### config.mk
export PLATFORM = sky130hd
export DESIGN_NAME = gps_time_to_utc_calendar_core
export DESIGN_NICKNAME = d
export VERILOG_FILES = /design/src/rtl/gtuc_pkg.sv /design/src/rtl/gtuc_split.sv /design/src/rtl/gtuc_tod.sv /design/src/rtl/gtuc_date.sv /design/src/rtl/gps_time_to_utc_calendar_core.sv
export SDC_FILE = /design/constraint.sdc
export NUM_CORES = 2
export LEC_CHECK = 0
export BUFFER_PORTS_ARGS = -buffer_cell sky130_fd_sc_hd__buf_2
export CORE_ASPECT_RATIO = 0.6
export CORE_MARGIN = 8
export CORE_UTILIZATION = 50
export CTS_CLUSTER_SIZE = 16
export DETAILED_ROUTE_END_ITERATION = 8
export PLACE_DENSITY = 0.66
export SYNTH_ARGS = -nofsm -noshare
export SYNTH_HDL_FRONTEND = slang
export SYNTH_HIERARCHICAL = 1
export SYNTH_SLANG_ARGS = --single-unit
export TNS_END_PERCENT = 30
### constraint.sdc
create_clock -name clk -period 21.3 [get_ports clk]
set_input_delay 2.13 -clock clk [delete_from_list [all_inputs] [get_ports clk]]
set_output_delay 2.13 -clock clk [all_outputs]
set_load 0.005 [all_outputs]
### src/rtl/gtuc_pkg.sv
// shared widths, constants and types for the gps time to utc calendar core
package gtuc_pkg;

  localparam int WEEK_W  = 14;
  localparam int SECS_W  = 20;
  localparam int LEAP_W  = 6;
  localparam int YEAR_W  = 8;
  localparam int MONTH_W = 4;
  localparam int DAY_W   = 5;
  localparam int HOUR_W  = 5;
  localparam int MIN_W   = 6;
  localparam int SEC_W   = 6;

  localparam logic [LEAP_W-1:0] LEAP_RESET = 6'd18;

  localparam int SEC_PER_DAY = 86400;
  localparam int WEEK_MAX    = 2 ** WEEK_W - 1;
  localparam int SECS_MAX    = 2 ** SECS_W - 1;
  localparam int DAY_Q_MAX   = SECS_MAX / SEC_PER_DAY;
  localparam int CNT_W       = $clog2(DAY_Q_MAX + 1);
  localparam int Q_W         = CNT_W + 1;
  localparam int S_W         = SECS_W + 1;
  localparam int SOD_W       = $clog2(SEC_PER_DAY);

  localparam int FVF_OFFSET  = 68569;

  localparam int STAGES  = 8;
  localparam int ST_IN   = 0;
  localparam int ST_DAY  = 1;
  localparam int ST_DIV  = 2;
  localparam int ST_REM  = 3;
  localparam int ST_YEAR = 4;
  localparam int ST_L3   = 5;
  localparam int ST_MON  = 6;
  localparam int ST_OUT  = 7;

  typedef logic [STAGES-1:0] stage_en_t;

  typedef struct packed {
    logic [HOUR_W-1:0] hour;
    logic [MIN_W-1:0]  minute;
    logic [SEC_W-1:0]  second;
  } hms_t;

endpackage

### src/rtl/gtuc_split.sv
// leap second removal and split into fvf day operand and seconds of day
module gtuc_split import gtuc_pkg::*; #(
  parameter int EPOCH_DAY_NUMBER = 2444245,
  parameter int L_W = 22
) (
  input  logic              clk,
  input  stage_en_t         en,
  input  logic [WEEK_W-1:0] week_number,
  input  logic [SECS_W-1:0] week_seconds,
  input  logic [LEAP_W-1:0] leap,
  output logic [L_W-1:0]    l1,
  output logic [SOD_W-1:0]  sod
);

  logic [WEEK_W-1:0]        week1;
  logic signed [S_W-1:0]    s1;
  logic signed [Q_W-1:0]    q1;

  logic signed [S_W-1:0]    s_next;
  logic [CNT_W-1:0]         cnt;
  logic signed [Q_W-1:0]    q_next;

  logic [L_W-1:0]           wk;
  logic [L_W-1:0]           q_l;
  logic [L_W-1:0]           l1_next;
  logic signed [S_W-1:0]    q_s;
  logic signed [S_W-1:0]    sod_full;

  always_comb begin
    s_next = $signed({1'b0, week_seconds}) - $signed({{(S_W-LEAP_W){1'b0}}, leap});
    cnt = '0;
    for (int k = 1; k <= DAY_Q_MAX; k++) begin
      if (s_next >= $signed(S_W'(k * SEC_PER_DAY))) begin
        cnt = cnt + CNT_W'(1);
      end
    end
    q_next = s_next[S_W-1] ? '1 : $signed({1'b0, cnt});
  end

  always_ff @(posedge clk) begin
    if (en[ST_IN]) begin
      week1 <= week_number;
      s1    <= s_next;
      q1    <= q_next;
    end
  end

  always_comb begin
    wk       = L_W'(week1);
    q_l      = {{(L_W-Q_W){q1[Q_W-1]}}, q1};
    l1_next  = (wk << 3) - wk + q_l + L_W'(EPOCH_DAY_NUMBER + FVF_OFFSET);
    q_s      = S_W'(q1);
    sod_full = s1 - q_s * $signed(S_W'(SEC_PER_DAY));
  end

  always_ff @(posedge clk) begin
    if (en[ST_DAY]) begin
      l1  <= l1_next;
      sod <= sod_full[SOD_W-1:0];
    end
  end

endmodule

### src/rtl/gtuc_tod.sv
// time of day pipeline: hour, minute and second from seconds of day
module gtuc_tod import gtuc_pkg::*; (
  input  logic             clk,
  input  stage_en_t        en,
  input  logic [SOD_W-1:0] sod,
  output hms_t             hms
);

  localparam int MT_W   = 11;
  localparam int S_H    = SOD_W + 12;
  localparam longint M_H = ((64'd1 << S_H) + 64'd3599) / 64'd3600;
  localparam int M_H_W  = $clog2(M_H + 1);
  localparam int PH_W   = SOD_W + M_H_W + 1;
  localparam int S_MT   = SOD_W + 6;
  localparam longint M_MT = ((64'd1 << S_MT) + 64'd59) / 64'd60;
  localparam int M_MT_W = $clog2(M_MT + 1);
  localparam int PM_W   = SOD_W + M_MT_W + 1;
  localparam int DELAY  = ST_OUT - ST_REM;

  logic [PH_W-1:0]   h_prod;
  logic [PM_W-1:0]   m_prod;

  logic [HOUR_W-1:0] hour3;
  logic [MT_W-1:0]   mt3;
  logic [SOD_W-1:0]  sod3;

  hms_t              hms_next;
  hms_t              st4;
  hms_t              pipe [DELAY];

  assign h_prod = PH_W'(sod) * PH_W'(M_H);
  assign m_prod = PM_W'(sod) * PM_W'(M_MT);

  always_ff @(posedge clk) begin
    if (en[ST_DIV]) begin
      hour3 <= h_prod[S_H +: HOUR_W];
      mt3   <= m_prod[S_MT +: MT_W];
      sod3  <= sod;
    end
  end

  always_comb begin
    hms_next.hour   = hour3;
    hms_next.minute = MIN_W'(mt3 - MT_W'(60 * 32'(hour3)));
    hms_next.second = SEC_W'(sod3 - SOD_W'(60 * 32'(mt3)));
  end

  always_ff @(posedge clk) begin
    if (en[ST_REM]) begin
      st4 <= hms_next;
    end
  end

  always_ff @(posedge clk) begin
    for (int i = 0; i < DELAY; i++) begin
      if (en[ST_YEAR + i]) begin
        pipe[i] <= (i == 0) ? st4 : pipe[(i == 0) ? 0 : i - 1];
      end
    end
  end

  assign hms = pipe[DELAY-1];

endmodule

### src/rtl/gtuc_date.sv
// fliegel-van flandern date pipeline from the offset julian day number
module gtuc_date import gtuc_pkg::*; #(
  parameter int L_W = 22
) (
  input  logic               clk,
  input  stage_en_t          en,
  input  logic [L_W-1:0]     l1,
  output logic [YEAR_W-1:0]  year_offset,
  output logic [MONTH_W-1:0] month,
  output logic [DAY_W-1:0]   day_of_month
);

  localparam int FVF_CYCLE    = 146097;
  localparam int YEAR_CYCLE   = 1461;
  localparam int MONTH_BASE   = 31;
  localparam int YEAR_SCALE   = 100;
  localparam int CENTURY_BIAS = 6900;
  localparam int MONTH_WRAP   = 11;

  localparam int N_MAX = (4 * (2 ** L_W - 1)) / FVF_CYCLE;
  localparam int N_W   = $clog2(N_MAX + 1);
  localparam int L2_W  = 16;
  localparam int L3_W  = 9;
  localparam int YR_W  = 7;
  localparam int MO_W  = 4;
  localparam int DS_W  = 9;
  localparam int YQ_W  = 18;

  localparam int S_N      = L_W + $clog2(FVF_CYCLE);
  localparam longint M_N  = ((64'd4 << S_N) + 64'd146096) / 64'd146097;
  localparam int M_N_W    = $clog2(M_N + 1);
  localparam int PN_W     = L_W + M_N_W + 1;

  localparam int S_Y      = L2_W + 1 + 21;
  localparam longint M_Y  = ((64'd4000 << S_Y) + 64'd1461000) / 64'd1461001;
  localparam int M_Y_W    = $clog2(M_Y + 1);
  localparam int PY_W     = L2_W + 1 + M_Y_W + 1;

  localparam int S_M      = L3_W + 12;
  localparam longint M_M  = ((64'd80 << S_M) + 64'd2446) / 64'd2447;
  localparam int M_M_W    = $clog2(M_M + 1);
  localparam int PM_W     = L3_W + M_M_W + 1;

  localparam int S_D      = MO_W + 7;
  localparam longint M_D  = ((64'd2447 << S_D) + 64'd79) / 64'd80;
  localparam int M_D_W    = $clog2(M_D + 1);
  localparam int PD_W     = MO_W + M_D_W + 1;

  logic [PN_W-1:0] n_prod;
  logic [N_W-1:0]  n3;
  logic [L_W-1:0]  l1_3;

  logic [L_W-1:0]  cyc_q;
  logic [L2_W-1:0] l2_4;
  logic [N_W-1:0]  n4;

  logic [PY_W-1:0] y_prod;
  logic [YR_W-1:0] yr5;
  logic [L2_W-1:0] l2_5;
  logic [N_W-1:0]  n5;

  logic [YQ_W-1:0] yq;
  logic [L3_W-1:0] l3_6;
  logic [YR_W-1:0] yr6;
  logic [N_W-1:0]  n6;

  logic [PM_W-1:0] m_prod;
  logic [MO_W-1:0] mo7;
  logic [L3_W-1:0] l3_7;
  logic [YR_W-1:0] yr7;
  logic [N_W-1:0]  n7;

  logic [PD_W-1:0] d_prod;
  logic            k;
  logic [15:0]     year_full;

  assign n_prod = PN_W'(l1) * PN_W'(M_N);

  always_ff @(posedge clk) begin
    if (en[ST_DIV]) begin
      n3   <= n_prod[S_N +: N_W];
      l1_3 <= l1;
    end
  end

  assign cyc_q = L_W'((FVF_CYCLE * 32'(n3) + 3) >> 2);

  always_ff @(posedge clk) begin
    if (en[ST_REM]) begin
      l2_4 <= L2_W'(l1_3 - cyc_q);
      n4   <= n3;
    end
  end

  assign y_prod = PY_W'(l2_4 + L2_W'(1)) * PY_W'(M_Y);

  always_ff @(posedge clk) begin
    if (en[ST_YEAR]) begin
      yr5  <= y_prod[S_Y +: YR_W];
      l2_5 <= l2_4;
      n5   <= n4;
    end
  end

  assign yq = YQ_W'((YEAR_CYCLE * 32'(yr5)) >> 2);

  always_ff @(posedge clk) begin
    if (en[ST_L3]) begin
      l3_6 <= L3_W'(YQ_W'(l2_5) - yq + YQ_W'(MONTH_BASE));
      yr6  <= yr5;
      n6   <= n5;
    end
  end

  assign m_prod = PM_W'(l3_6) * PM_W'(M_M);

  always_ff @(posedge clk) begin
    if (en[ST_MON]) begin
      mo7  <= m_prod[S_M +: MO_W];
      l3_7 <= l3_6;
      yr7  <= yr6;
      n7   <= n6;
    end
  end

  always_comb begin
    d_prod    = PD_W'(mo7) * PD_W'(M_D);
    k         = (mo7 >= MO_W'(MONTH_WRAP));
    year_full = 16'(YEAR_SCALE * 32'(n7)) + 16'(yr7) + 16'(k) - 16'(CENTURY_BIAS);
  end

  always_ff @(posedge clk) begin
    if (en[ST_OUT]) begin
      day_of_month <= DAY_W'(l3_7 - L3_W'(d_prod[S_D +: DS_W]));
      month        <= k ? MONTH_W'(mo7 + MO_W'(2) - MO_W'(12)) : MONTH_W'(mo7 + MO_W'(2));
      year_offset  <= year_full[YEAR_W-1:0];
    end
  end

endmodule

### src/rtl/gps_time_to_utc_calendar_core.sv
// top level of the gps week and seconds to utc calendar converter
//
//   channel  direction  handshake             payload
//   in       input      in_valid / in_stall   week_number, week_seconds
//   out      output     out_valid / out_stall year_offset, month, day_of_month,
//                                             hour, minute, second
//   cfg      input      cfg_wen               cfg_wdata (leap seconds)
//
// eight register stages: one transaction can be accepted every cycle while
// in_stall is low, that is, unless all stages are full and out is stalled.
// the depth is set by the chain of constant divisions in the date path, done as
// reciprocal multiplies.
// reset clears all stage valid bits and loads leap seconds with 18.
// a stall on out backs up only the full stages; empty stages keep filling, and
// in_stall rises when all eight stages hold data and out is stalled.
module gps_time_to_utc_calendar_core import gtuc_pkg::*; #(
  parameter int EPOCH_DAY_NUMBER = 2444245
) (
  input  logic               clk,
  input  logic               rst,
  input  logic               in_valid,
  output logic               in_stall,
  input  logic [WEEK_W-1:0]  week_number,
  input  logic [SECS_W-1:0]  week_seconds,
  output logic               out_valid,
  input  logic               out_stall,
  output logic [YEAR_W-1:0]  year_offset,
  output logic [MONTH_W-1:0] month,
  output logic [DAY_W-1:0]   day_of_month,
  output logic [HOUR_W-1:0]  hour,
  output logic [MIN_W-1:0]   minute,
  output logic [SEC_W-1:0]   second,
  input  logic               cfg_wen,
  input  logic [LEAP_W-1:0]  cfg_wdata
);

  localparam int L_MAX = EPOCH_DAY_NUMBER + WEEK_MAX * 7 + DAY_Q_MAX + FVF_OFFSET;
  localparam int L_W   = $clog2(L_MAX + 1);

  logic [LEAP_W-1:0] leap;
  logic [STAGES-1:0] v;
  stage_en_t         en;
  logic [L_W-1:0]    l1;
  logic [SOD_W-1:0]  sod;
  hms_t              hms;

  always_ff @(posedge clk) begin
    if (rst) begin
      leap <= LEAP_RESET;
    end else if (cfg_wen) begin
      leap <= cfg_wdata;
    end
  end

  always_comb begin
    en[STAGES-1] = !v[STAGES-1] || !out_stall;
    for (int i = STAGES - 2; i >= 0; i--) begin
      en[i] = !v[i] || en[i+1];
    end
  end

  always_ff @(posedge clk) begin
    if (rst) begin
      v <= '0;
    end else begin
      for (int i = 0; i < STAGES; i++) begin
        if (en[i]) begin
          v[i] <= (i == 0) ? in_valid : v[(i == 0) ? 0 : i - 1];
        end
      end
    end
  end

  assign in_stall  = !en[ST_IN];
  assign out_valid = v[ST_OUT];

  gtuc_split #(
    .EPOCH_DAY_NUMBER(EPOCH_DAY_NUMBER),
    .L_W(L_W)
  ) u_split (
    .clk(clk),
    .en(en),
    .week_number(week_number),
    .week_seconds(week_seconds),
    .leap(leap),
    .l1(l1),
    .sod(sod)
  );

  gtuc_tod u_tod (
    .clk(clk),
    .en(en),
    .sod(sod),
    .hms(hms)
  );

  gtuc_date #(
    .L_W(L_W)
  ) u_date (
    .clk(clk),
    .en(en),
    .l1(l1),
    .year_offset(year_offset),
    .month(month),
    .day_of_month(day_of_month)
  );

  assign hour   = hms.hour;
  assign minute = hms.minute;
  assign second = hms.second;

  a_reset_empty: assert property (@(posedge clk) rst |=> !out_valid)
    else $error("out_valid high right after reset");

  a_stall_full: assert property (@(posedge clk) disable iff (rst)
    in_stall |-> ($countones(v) == STAGES) && out_stall)
    else $error("input stalled while the pipeline has room");

  a_date_range: assert property (@(posedge clk) disable iff (rst)
    out_valid |-> (month >= 4'd1) && (month <= 4'd12) && (day_of_month >= 5'd1))
    else $error("calendar date out of range");

  a_time_range: assert property (@(posedge clk) disable iff (rst)
    out_valid |-> (hour <= 5'd23) && (minute <= 6'd59) && (second <= 6'd59))
    else $error("time of day out of range");

endmodule
==> out/results.ini <==
[layout]
utilization_pct=53.9
areaGrowthSynthToFinish_pct=6.82
fin_cells=5618
fin_nets=5876
antenna_cells=0
drive_gt1_share_pct=4.80
nFillCells=7910

[yosys]
synth_top_family_by_area=adder cells
yosys_warnings=6
yosysMostFrequentCell=inv_1
synth_area_leaders=fa_1, ha_1, edfxtp_1, inv_1, xnor2_1
synthSimpleGateAreaFrac_pct=5.98
synthAdderAreaFrac_pct=49.9
synthXorXnorAreaFrac_pct=4.99
yosysSeqAreaShare_pct=20.8
synthMuxAreaShare_pct=0.355
avgSynthCellArea_sq_um=10.6
yosysTopAreaCell=fa_1
synthArstFlopShare_pct=0
ys.flop_type=edfxtp_1
syn_nets=5775
synth_edf_count=304
postSynthCellCount=4274
yosys-top-cells-count=inv_1, ha_1, fa_1
synth_compound_area_share_pct=8.32
netlist.area_leader.share_pct=25.6
ys_types=105
synth_seq_cells=318
synth_area_sq_um=45200

[worst_hold_path]
hp-class=flop to flop
hp-start=u_date/n5[3]

[worst_setup_path]
startpoint_type=primary input
end_kind=flop
worstSetupPathType=primary input to flop
crit_fanout=9
reg2reg_from=leap[2]
cp_slowest_cell=a2111oi_0
regToRegSetupSlack_ps=12420
startpoint=week_seconds[0]
cp.required_ps=21600
cp_common_cell=ha_1
crit_arrival_ps=10550
crit_path_max_incr_delay_ps=520

[clocking]
path_clk_slew_ps=70
cts-root-buf=clkbuf_16
clockBufferDepth=3
clock-sinks=318
htreeDepth=2
cts_inserted_buffers=34
post-cts-setup-buffers=0
postCtsHoldBufs=0
clk_latency_ps=560
tritoncts=yes
ctsResizeCount=0

[floorplan]
die_w_um=404
core_sq_um=89500
die_y_um=249
row_count=85
initial_core_util_pct=50.4
die_area_sq_um=101000
ios=81

[timing]
worstMarginPinSlew_ps=1160
setup_viol=0
setup_tns_ps=0
clock.fmax_ghz=0.0976
final_hold_viol_count=0
rsz0062_at_grt=false
drv_slew=0
setup_ws_ps=11060
skew_ps=22.4
finalCritPeriodShare_pct=48.1
maxSlewHeadroom_pct=22.1
fin_crit_ps=10240

[global_route]
grt_usage_pct=21.2
grt_pass1_wl_um=169000
grt-ovfl-total=0
grt_pass1_vias=29759
antenna_found_initial=3
grt_max_degree=41

[placement]
hpwlAfterDp_um=91300
place_inst=5557
port_buffers=80
place_congestion=0.977
dp_slack_ps=10580

[status]
status=finished clean

[routing]
drtIter0Drc=2107
via_count=29578
vias_per_cell=5.26
wl_um=106000
wire_per_inst_um=18.9
ant_nets=0
drc_errors=0
first_pass_iters=5

[job]
cap_violations=0

[state kept, by name, summed over array words and instances (netlist names), 14 cells and up]
register / count
u_split/l1: 21
u_date/l1_3: 16
u_split/sod: 17
u_tod/pipe: 68
u_date/l2_4: 16
u_tod/st4: 17
u_split/s1: 17
u_split/week1: 14
[cell type report]
cell class | instances | area (sq um) | share of cell area, %
clock inverter | 24 | 333 | 0.690
tap | 1218 | 1520 | 3.16
multi-input combinational | 2811 | 31400 | 65.2
timing repair buffer | 88 | 460 | 0.954
sequential | 318 | 9410 | 19.5
clock buffer | 37 | 862 | 1.79
inverter | 1122 | 4210 | 8.73
[cells in the final DEF (no fill, tap or decap), types with 10 or more instances in the layout]
cell,instances
a211oi_1,14
a21boi_0,19
a21o_1,53
a21oi_1,164
a31oi_1,30
and2_1,15
and3_1,28
buf_2,80
clkbuf_16,34
dfxtp_1,14
edfxtp_1,304
fa_1,578
ha_1,878
inv_1,1118
nand2_1,124
nand2b_1,23
nand3_1,54
nand4_1,21
nor2_1,119
nor2b_1,16
nor3_1,51
o211ai_1,22
o21a_1,18
o21ai_0,108
o21bai_1,20
or2_2,11
or3_1,10
xnor2_1,169
xor2_1,68
[final timing paths]
check	endpoint	depth (start not counted)
setup / recovery	u_split/q1[2]	39
hold / removal	u_date/n6[3]	0
setup reg to reg	u_split/q1[2]	39
hold reg to reg	u_date/n6[3]	0
[logic make-up after synthesis]
kind of cell,Yosys count
other,2
muxes,14
AOI/OAI and AO/OA,569
adders and majority gates,1456
xor gates and xnor gates,245
buffers and inverters,1145
and+or+nand+nor,525
DFF,318
[critical path: cells and delay by family]
kind / cells / cell delay (ps)
adder cells (fa/ha/maj): 8 / 2380
multiplexers: 3 / 750
AO/OA/AOI/OAI: 9 / 2790
buffers and inverters: 4 / 220
XOR/XNOR: 6 / 1020
AND/OR/NAND/NOR: 9 / 1230
[through the flow]
step           instance area, sq um  hold slack (ps)
3_5_place_dp                  47100              405
6_report                      48200              411
4_1_cts                       48200              414
5_1_grt                       48200              415
2_1_floorplan                 45200              400
3_3_place_gp                  47100              402
[routing by layer]
metal | vias up | share of wire, % | global-route usage [%]
met4 | 0 | 0.97 | 2.13
met1 | 14294 | 52 | 34.1
met3 | 72 | 11 | 8.13
li1 | 14266 | - | -
met5 | - | 0 | 0
met2 | 946 | 36 | 27.2
Power is left out: the tool's default activity adds up to more than one toggle a clock period on the data nets, which glitch-free logic cannot reach.
